===== config.mk =====
export PLATFORM = sky130hd
export DESIGN_NAME = k2p_pair_distance
export DESIGN_NICKNAME = d
export VERILOG_FILES = /design/src/rtl/k2p_pkg.sv /design/src/rtl/k2p_datapath.sv /design/src/rtl/k2p_ctrl.sv /design/src/rtl/k2p_pair_distance.sv
export VERILOG_INCLUDE_DIRS = /design/src /design/src/rtl
export SDC_FILE = /design/constraint.sdc
export NUM_CORES = 2
export LEC_CHECK = 0
export BUFFER_PORTS_ARGS = -buffer_cell sky130_fd_sc_hd__buf_2
export CORE_MARGIN = 1
export CORE_UTILIZATION = 40
export CTS_CLUSTER_SIZE = 25
export DETAILED_ROUTE_END_ITERATION = 12
export PLACE_DENSITY_LB_ADDON = 0.12
export RECOVER_POWER = 25
export SYNTH_ARGS = -nofsm -noshare
export SYNTH_HDL_FRONTEND = slang
export SYNTH_SLANG_ARGS = --single-unit

===== constraint.sdc =====
create_clock -name clk -period 10.3 [get_ports clk]
set_input_delay 1.545 -clock clk [delete_from_list [all_inputs] [get_ports clk]]
set_output_delay 1.545 -clock clk [all_outputs]
set_load 0.005 [all_outputs]

===== src/rtl/k2p_pair_distance_defines.svh =====
// ----------------------------------------------------------------------------
// k2p_pair_distance_defines
// Assertion macros shared by the pair distance block.
// ----------------------------------------------------------------------------
`ifndef K2P_PAIR_DISTANCE_DEFINES_SVH
`define K2P_PAIR_DISTANCE_DEFINES_SVH

// Same-cycle implication, disabled while reset is asserted.
`define K2P_ASSERT_IMPL(lbl, clk, rst_n, ante, cons) \
	lbl: assert property (@(posedge clk) disable iff (!rst_n) (ante) |-> (cons)) \
		else $error("assertion failed");

// Next-cycle implication, disabled while reset is asserted.
`define K2P_ASSERT_NEXT(lbl, clk, rst_n, ante, cons) \
	lbl: assert property (@(posedge clk) disable iff (!rst_n) (ante) |=> (cons)) \
		else $error("assertion failed");

`endif


===== src/rtl/k2p_pkg.sv =====
// ----------------------------------------------------------------------------
// k2p_pkg
// Types and constants of the pair distance block.
// ----------------------------------------------------------------------------
`default_nettype none

package k2p_pkg;

	localparam int unsigned MAX_COLUMNS = 65535;
	localparam logic [15:0] COUNT_CAP = (MAX_COLUMNS < 65535) ? 16'(MAX_COLUMNS) : 16'hFFFF;
	localparam logic [21:0] DIST_MAX = 22'h3FFFFF;
	localparam int LOG_FRAC = 24;

	localparam logic [7:0] CH_A = 8'h41;
	localparam logic [7:0] CH_C = 8'h43;
	localparam logic [7:0] CH_G = 8'h47;
	localparam logic [7:0] CH_T = 8'h54;

	localparam logic [1:0] SEL_N = 2'd0;
	localparam logic [1:0] SEL_A = 2'd1;
	localparam logic [1:0] SEL_B = 2'd2;

	typedef struct packed {
		logic [7:0] base_a;
		logic [7:0] base_b;
		logic       last;
	} item_t;

	typedef struct packed {
		logic [21:0] distance;
		logic        undefined;
		logic [15:0] transitions;
		logic [15:0] transversions;
	} result_t;

	typedef struct packed {
		logic       count;
		logic       prep;
		logic       load;
		logic       iter;
		logic       acc;
		logic       emit;
		logic [1:0] sel;
	} cmd_t;

	typedef struct packed {
		logic undef;
	} stat_t;

endpackage

`default_nettype wire


===== src/rtl/k2p_datapath.sv =====
// ----------------------------------------------------------------------------
// k2p_datapath
// Column counters, argument registers, shared log2 unit and accumulator.
// ----------------------------------------------------------------------------
`default_nettype none

module k2p_datapath
	import k2p_pkg::*;
(
	input  wire logic        clk,
	input  wire logic        arst_n,
	input  wire logic        cfg_we,
	input  wire logic [15:0] cfg_wdata,
	input  wire item_t       item,
	input  wire cmd_t        cmd,
	output stat_t            stat,
	output result_t          result
);

	logic [15:0] align_q;
	logic [15:0] ts_q;
	logic [15:0] tv_q;
	logic signed [18:0] a_q;
	logic signed [17:0] b_q;
	logic [31:0] m_q;
	logic [3:0]  e_q;
	logic [LOG_FRAC-1:0] frac_q;
	logic [31:0] s_q;

	logic        is_ts;
	logic        is_tv;
	logic [15:0] x;
	logic [3:0]  e;
	logic [63:0] prod;
	logic [32:0] sq;
	logic [31:0] lg;
	logic [32:0] rnd;

	always_comb begin
		is_ts = (item.base_a == CH_A && item.base_b == CH_G) ||
			(item.base_a == CH_G && item.base_b == CH_A) ||
			(item.base_a == CH_C && item.base_b == CH_T) ||
			(item.base_a == CH_T && item.base_b == CH_C);
		is_tv = (item.base_a == CH_A && item.base_b == CH_T) ||
			(item.base_a == CH_T && item.base_b == CH_A) ||
			(item.base_a == CH_G && item.base_b == CH_C) ||
			(item.base_a == CH_C && item.base_b == CH_G);
	end

	always_comb begin
		unique case (cmd.sel)
			SEL_N:   x = align_q;
			SEL_A:   x = a_q[15:0];
			default: x = b_q[15:0];
		endcase
		e = 4'd0;
		for (int i = 1; i < 16; i++) begin
			if (x[i]) begin
				e = 4'(i);
			end
		end
	end

	assign prod = 64'(m_q) * 64'(m_q);
	assign sq = prod[63:31];
	assign lg = {4'b0, e_q, frac_q};
	assign rnd = 33'(s_q) + 33'd512;
	assign stat.undef = a_q[18] || (a_q == '0) || b_q[17] || (b_q == '0);

	always_ff @(posedge clk or negedge arst_n) begin
		if (!arst_n) begin
			align_q <= 16'd1;
			ts_q <= '0;
			tv_q <= '0;
		end else begin
			if (cfg_we) begin
				align_q <= cfg_wdata;
			end
			if (cmd.count) begin
				if (is_ts && ts_q < COUNT_CAP) begin
					ts_q <= ts_q + 16'd1;
				end else if (is_tv && tv_q < COUNT_CAP) begin
					tv_q <= tv_q + 16'd1;
				end
			end else if (cmd.emit) begin
				ts_q <= '0;
				tv_q <= '0;
			end
		end
	end

	always_ff @(posedge clk) begin
		if (cmd.prep) begin
			a_q <= $signed({3'b0, align_q}) - $signed({2'b0, ts_q, 1'b0}) -
				$signed({3'b0, tv_q});
			b_q <= $signed({2'b0, align_q}) - $signed({1'b0, tv_q, 1'b0});
			s_q <= '0;
		end
		if (cmd.load) begin
			e_q <= e;
			m_q <= 32'(x) << (5'd31 - 5'(e));
			frac_q <= '0;
		end
		if (cmd.iter) begin
			if (sq[32]) begin
				m_q <= sq[32:1];
			end else begin
				m_q <= sq[31:0];
			end
			frac_q <= {frac_q[LOG_FRAC-2:0], sq[32]};
		end
		if (cmd.acc) begin
			unique case (cmd.sel)
				SEL_N:   s_q <= s_q + (lg << 1) + lg;
				SEL_A:   s_q <= s_q - (lg << 1);
				default: s_q <= s_q - lg;
			endcase
		end
		if (cmd.emit) begin
			result.distance <= stat.undef ? DIST_MAX : rnd[31:10];
			result.undefined <= stat.undef;
			result.transitions <= ts_q;
			result.transversions <= tv_q;
		end
	end

endmodule

`default_nettype wire


===== src/rtl/k2p_ctrl.sv =====
// ----------------------------------------------------------------------------
// k2p_ctrl
// Sequencer for counting, argument setup and the three log2 evaluations.
// ----------------------------------------------------------------------------
`default_nettype none

module k2p_ctrl
	import k2p_pkg::*;
(
	input  wire logic  clk,
	input  wire logic  arst_n,
	input  wire logic  start,
	input  wire logic  last,
	input  wire stat_t stat,
	output cmd_t       cmd,
	output logic       busy,
	output logic       done
);

	typedef enum logic [2:0] {ST_IDLE, ST_PREP, ST_LOAD, ST_ITER, ST_ACC, ST_EMIT} state_t;

	state_t     state_q;
	logic [4:0] step_q;
	logic [1:0] sel_q;

	always_comb begin
		cmd = '0;
		cmd.sel = sel_q;
		unique case (state_q)
			ST_IDLE: cmd.count = start;
			ST_PREP: cmd.prep = 1'b1;
			ST_LOAD: cmd.load = !stat.undef;
			ST_ITER: cmd.iter = 1'b1;
			ST_ACC:  cmd.acc = 1'b1;
			ST_EMIT: cmd.emit = 1'b1;
			default: cmd = '0;
		endcase
	end

	always_ff @(posedge clk or negedge arst_n) begin
		if (!arst_n) begin
			state_q <= ST_IDLE;
			step_q <= '0;
			sel_q <= SEL_N;
			busy <= 1'b0;
			done <= 1'b0;
		end else begin
			done <= 1'b0;
			unique case (state_q)
				ST_IDLE: begin
					if (start && last) begin
						state_q <= ST_PREP;
						busy <= 1'b1;
					end
				end
				ST_PREP: begin
					sel_q <= SEL_N;
					state_q <= ST_LOAD;
				end
				ST_LOAD: begin
					step_q <= 5'(LOG_FRAC - 1);
					state_q <= stat.undef ? ST_EMIT : ST_ITER;
				end
				ST_ITER: begin
					step_q <= step_q - 5'd1;
					if (step_q == '0) begin
						state_q <= ST_ACC;
					end
				end
				ST_ACC: begin
					if (sel_q == SEL_B) begin
						state_q <= ST_EMIT;
					end else begin
						sel_q <= sel_q + 2'd1;
						state_q <= ST_LOAD;
					end
				end
				ST_EMIT: begin
					state_q <= ST_IDLE;
					busy <= 1'b0;
					done <= 1'b1;
				end
				default: state_q <= ST_IDLE;
			endcase
		end
	end

endmodule

`default_nettype wire


===== src/rtl/k2p_pair_distance.sv =====
// ----------------------------------------------------------------------------
// k2p_pair_distance
// Kimura two-parameter distance of one aligned sequence pair.
// ----------------------------------------------------------------------------
// One column word is taken per cycle at an edge where start is high and busy
// is low. Transition and transversion counts are kept per pair. The word with
// last set ends the pair: busy rises and the block evaluates three base-2
// logarithms in turn on one shared squaring unit, each as a load step, one
// squaring iteration per fraction bit and an accumulate step. If a log
// argument is not positive, they are skipped and the pair ends after setup.
// The result word is shown for exactly one cycle with done high; the receiver
// cannot stall it, and a new column word can be taken in that same cycle.
// Counts clear as the result is issued. align_length is written through
// cfg_we and cfg_wdata and should change only while the block is idle.
// Reset clears the counts, sets align_length to one and drops busy and done.
// ----------------------------------------------------------------------------
`default_nettype none

`include "k2p_pair_distance_defines.svh"

module k2p_pair_distance
	import k2p_pkg::*;
(
	input  wire logic        clk,
	input  wire logic        arst_n,
	input  wire logic        start,
	output logic             busy,
	input  wire item_t       item,
	input  wire logic        cfg_we,
	input  wire logic [15:0] cfg_wdata,
	output logic             done,
	output result_t          result
);

	cmd_t  cmd;
	stat_t stat;

	k2p_ctrl u_ctrl (
		.clk    (clk),
		.arst_n (arst_n),
		.start  (start && !busy),
		.last   (item.last),
		.stat   (stat),
		.cmd    (cmd),
		.busy   (busy),
		.done   (done)
	);

	k2p_datapath u_dp (
		.clk       (clk),
		.arst_n    (arst_n),
		.cfg_we    (cfg_we),
		.cfg_wdata (cfg_wdata),
		.item      (item),
		.cmd       (cmd),
		.stat      (stat),
		.result    (result)
	);

	`K2P_ASSERT_NEXT(a_done_pulse, clk, arst_n, done, !done)
	`K2P_ASSERT_IMPL(a_done_idle, clk, arst_n, done, !busy)
	`K2P_ASSERT_IMPL(a_undef_sat, clk, arst_n, done && result.undefined, result.distance == DIST_MAX)

endmodule

`default_nettype wire

== Word level (Yosys, flattened, before mapping) ==
Cells that the tools add are included.

* Input port bits: 37
* Logic and storage cells: 143
* Memory bits (read-only): 0
* Latch bits: 0
* Flip-flop bits (word level): 244
* Memories: 0
* Bits in writable memories: 0
* Output and inout port bits: 57

* Order comparisons: 2
* Div/mod/pow operators: 0
* Muxes and demuxes: 47
* Multiply operators: 1
* Shifts and indexed selects: 1
* Reductions and logical operators: 40
* Equality and inequality tests: 21
* Bitwise operators: 0
* $add $sub $neg: 13

{| class="wikitable"
|+ Operators with widths
! operator !! count
|-
| two-way mux 32 bit || 5
|-
| two-way mux 16 bit || 6
|-
| == test 8 x 7 -> 1 bit (second input constant) || 8
|-
| multiplier 32 x 32 -> 64 bit || 1
|-
| one-hot mux 32 bit (2 select lines) || 1
|-
| two-way mux 24 bit || 2
|-
| subtractor 16 x 17 -> 18 bit || 2
|-
| adder 16 x 1 -> 16 bit (second input constant) || 2
|-
| adder 32 x 10 -> 32 bit (second input constant) || 1
|-
| adder 32 x 28 -> 32 bit || 1
|-
| adder 32 x 29 -> 32 bit || 1
|-
| less-than comparator 16 bit (second input constant) || 2
|-
| two-way mux 4 bit || 8
|-
| one-hot mux 16 bit (2 select lines) || 1
|-
| left shift 16 x 5 -> 32 bit || 1
|-
| subtractor 32 x 28 -> 32 bit || 1
|-
| subtractor 32 x 29 -> 32 bit || 1
|-
| two-way mux 3 bit || 8
|-
| logical NOT 19 bit || 1
|-
| subtractor 19 x 17 -> 19 bit || 1
|-
| logical NOT 18 bit || 1
|-
| one-hot mux 3 bit (5 select lines) || 1
|-
| logical AND 1 bit || 12
|-
| nonzero test 2 bit || 6
|-
| 23 further kinds || 51
|}

== Longest topological paths before layout ==
* Word-level depth: 24
* Gate-level depth with buffers: 34
* Depth with buffers taken out: 31

== Cells and area by module ==
Synthesis repeated with hierarchy kept, for this count alone.

* Cells, all modules: 4980
* Area total of the unflattened synthesis: 46938.8 µm²

{| class="wikitable"
|+ Modules (own cells, without submodules)
! module !! area each (µm²) !! seq. area each (µm²) !! times used !! cells an instance
|-
| k2p_datapath || 46250.6 || 6727.7 || 1 || 4912
|-
| k2p_ctrl || 674.4 || 300.3 || 1 || 67
|-
| k2p_pair_distance || 13.8 || 0.0 || 1 || 1
|}

== Worst setup path after synthesis ==
No wires, ideal clock.

* Path kind: register to register
* From: reg u_dp.m_q[2]
* To: reg u_dp.m_q[16] (data pin)
* Period minus slack after synthesis: 8574 ps
* Buffers on the path: 2
* Stages on the path, launching flop included: 28
* Path slack: 1726 ps
* Setup time: 261 ps
* Arrival time: 8312 ps
* Required time: 10039 ps
* Path through: edfxtp_1 clkbuf_1 clkbuf_1 nand2_1 inv_1 fa_1 fa_1 inv_1 fa_1 fa_1 inv_1 fa_1 fa_1 fa_1 fa_1 ha_1 nor3_1 o31a_1 or4_4 o2111ai_1 o21ai_2 o211a_4 o31a_4 o21a_4 nor3_4 mux2_1 nor2_1 o22ai_2

* Cells in the longest elaborated chain, start to end: 3

{| class="wikitable"
|+ Ends and longest elaborated chain
! what !! RTL line !! text
|-
| start: declaration || k2p_datapath.sv:25 || <nowiki>logic [31:0] m_q;</nowiki>
|-
| start signal: assignment || k2p_datapath.sv:101 || <nowiki>m_q <= 32'(x) << (5'd31 - 5'(e));</nowiki>
|-
| start signal: assignment || k2p_datapath.sv:106 || <nowiki>m_q <= sq[32:1];</nowiki>
|-
| start signal: assignment || k2p_datapath.sv:108 || <nowiki>m_q <= sq[31:0];</nowiki>
|-
| multiplier 32 x 32 -> 64 bit || k2p_datapath.sv:64 || <nowiki>assign prod = 64'(m_q) * 64'(m_q);</nowiki>
|-
| two-way mux 32 bit || k2p_datapath.sv:105 || <nowiki>if (sq[32]) begin</nowiki>
|-
| two-way mux 32 bit || k2p_datapath.sv:104 || <nowiki>if (cmd.iter) begin</nowiki>
|}

Every way passes these cells.
A chain may end at the register's enable or synchronous reset.

== Worst setup path after layout ==
* From: reg u_dp.m_q[10]
* To: reg u_dp.m_q[16] (data pin)

The elaborated chain is that of the path after synthesis.

==> flow_summary.ini <==
[grt]
grt_pass1_vias = 35520
grt_first_pass_wirelength_um = 204400
antenna_found_initial = 2
grt.overflow.total = 0
track_usage_pct = 22.56
grt_start_max_net_pins = 61

[placement]
io_buffers = 93
dp_hpwl_um = 104100
dpl_worst_slack_ps = 741.6
placed_area_um2 = 48910
place_congestion = 0.8758

[route]
wire_per_inst_um = 19.77
ant_nets = 0
wl_um = 128200
dr.pass1.iters = 5
drc = 0
drt_iter0_drc = 1688
via_per_inst = 5.078
vias = 32930

[logic_synthesis]
ys.warnings.count = 0
ys_seq_area_share_pct = 15.15
synth-seq-cells = 244
async_flop_share_pct = 24.59
syn-instance-count = 4888
synth_nets = 6185
syn_area_per_cell_um2 = 9.493
ys_types = 92
synth.cell_area_um2 = 46400
synth_edf_count = 184
ys.flop_type = edfxtp_1

[layout]
drive_gt1_share_pct = 5.992
syn_to_final_growth_pct = 7.437
utilization_pct = 43.48
final_cell_mix = 1110 x inv_1, 824 x fa_1, 436 x ha_1
final_common_cell = inv_1
n_antenna_cell = 0
fin_nets = 6247
nFillCells = 11330
final_area_um2 = 49850

[clocking]
clock-root-buffer = clkbuf_16
cts.sinks = 244
clkTransAtPathRegs_ps = 70
cts_buffers = 30
htreeDepth = 1
cts_setup_buffers = 0
cts_tree = yes
clk_path_buf_depth = 3
cts_resized = 0
clk_latency_ps = 630
cts_hold_buf = 0

[critical_path]
r2r-end = u_dp.m_q[16]
cp_max_fo = 46
startpoint = u_dp.m_q[10]
cp-end-kind = flop
rr_worst_depth = 26
crit_path_start_kind = flop
crit_end = u_dp.m_q[16]
worst_path_most_repeated_cell = fa_1
cp_slowest_stage_delay_ps = 1090
cp_slowest_cell = edfxtp_1
crit_arrival_ps = 10040
r2r-start = u_dp.m_q[10]
worstSetupPathType = reg -> reg
rrSetupSlack_ps = 640
worstPathRequired_ps = 10680

[timing]
worst_slew_pin_slew_ps = 3568
hold_viol = 0
rsz0062_at_grt = no
clock_skew_ps = 35.78
setup-tns-final_ps = 0
fin_crit_ps = 9659
fin_crit_sh_pct = 93.77
finalSetupViolCount = 0
relSlewSlack_pct = -137.8
report.final.slew_viol_count = 101
max_freq_mhz = 103.5
setup_ws_ps = 641.4

[floorplanning]
io_pins = 94
rows = 124
die_area_um2 = 117400
die-width_um = 342.6
core_um2 = 114700
start_util_pct = 40.47
die_h_um = 342.6

[outcome]
violations = max-capacitance violations, max-slew violations
outcome = finished, violations left

[flow_run]
max_cap_violations = 2

[worst_hold_path]
hold_class = reg -> reg
## final cells by class
class | instances | area (um^2) | area share (%)
inverters | 1114 | 4182 | 8.388
repair buffers | 179 | 1155 | 2.317
clock inverters | 10 | 90.09 | 0.1807
flip-flops and latches | 244 | 7028 | 14.10
multi-input cells | 3381 | 34650 | 69.50
clock buffers | 45 | 858.3 | 1.722
well taps | 1512 | 1892 | 3.795
## critical path: cells and delay by family (launching register included)
kind            cells  cell delay, ps
compound gates      7            1750
fa+ha+maj           9            4270
buf+inv             4             540
flops               1            1090
mux                 1             350
simple gates        5            1330
## logic make-up (layout without fill, tap and decap cells)
logic type      count (synthesis)  in the layout  share of synthesized area, %
flops                         244            244                         15.15
xor+xnor                      199            199                         3.786
mux                            74             74                         1.669
fa+ha+maj                    1260           1260                         47.31
simple gates                 1200           1200                         12.43
compound gates                648            648                         9.370
buf+inv                      1263           1348                         10.29
## flip-flops by register name (all words and copies together), names as in the netlist
name / flops
u_dp.align_q: 16
u_dp.m_q: 32
u_dp.s_q: 32
u_dp.b_q: 18
u_dp.result: 55
u_ctrl.done: 1
u_dp.e_q: 4
u_ctrl.step_q: 5
u_ctrl.sel_q: 2
u_dp.ts_q: 16
u_ctrl.busy: 1
u_dp.frac_q: 24
u_dp.a_q: 19
u_ctrl.state_q: 3
u_dp.tv_q: 16
## layer usage
metal	GRT usage, %	share of wire, %
met1	30.24	45
met2	40.11	50
met4	4.576	2.1
met5	0	0.010
met3	1.402	3.0
## synthesized netlist by cell type (7+ instances only)
master,instances,area (um^2)
and2_1,243,1520
mux2_2,26,292.8
nand2b_1,27,168.9
o21bai_1,19,142.6
mux2i_1,47,470.5
nand4_1,22,137.6
a221o_1,7,70.07
o211ai_1,10,75.07
o21a_1,31,232.7
nand3_1,48,240.2
fa_1,824,16500
clkbuf_1,133,499.2
dfrtp_1,59,1476
a221oi_1,7,61.31
or3_1,16,100.1
a31oi_1,27,168.9
a222oi_1,10,100.1
a21oi_1,154,770.7
a22oi_1,12,90.09
o21ai_0,119,595.6
nor3_1,37,185.2
nor2b_1,34,212.7
ha_1,436,5455
nor4_1,14,87.58
a31o_2,16,140.1
inv_1,1110,4167
o22ai_1,21,131.4
nand2_1,390,1464
o31ai_1,7,52.55
edfxtp_1,184,5525
or2_2,11,68.82
a21boi_0,26,195.2
nor2_1,295,1107
and3_1,30,187.7
xnor2_1,134,1174
a211oi_1,21,157.7
xor2_1,64,560.5
buf_1,9,33.78
a21o_1,75,563.0
## how the worst min path moves through the flow
stage,from,cells past startpoint,to,slack (ps)
after detailed placement,u_dp.tv_q[9],0,u_dp.result[9],450
after global placement,u_dp.ts_q[6],0,u_dp.result[22],450
final,u_dp.ts_q[6],0,u_dp.result[22],470
after CTS,u_dp.ts_q[6],0,u_dp.result[22],470
after floorplan,u_dp.ts_q[6],0,u_dp.result[22],420
after global routing,u_dp.ts_q[6],0,u_dp.result[22],470
## metrics by stage
stage               std cells  hold WS, ps
floorplan                4888        424.9
global placement         6430        454.4
detailed placement       6430        452.2
CTS                      6485        470.7
global route             6485        469.9
finish                   6485        468.7
Power is not shown: default switching activity piles up to over one toggle a cycle in this logic, so the estimate is an artifact.
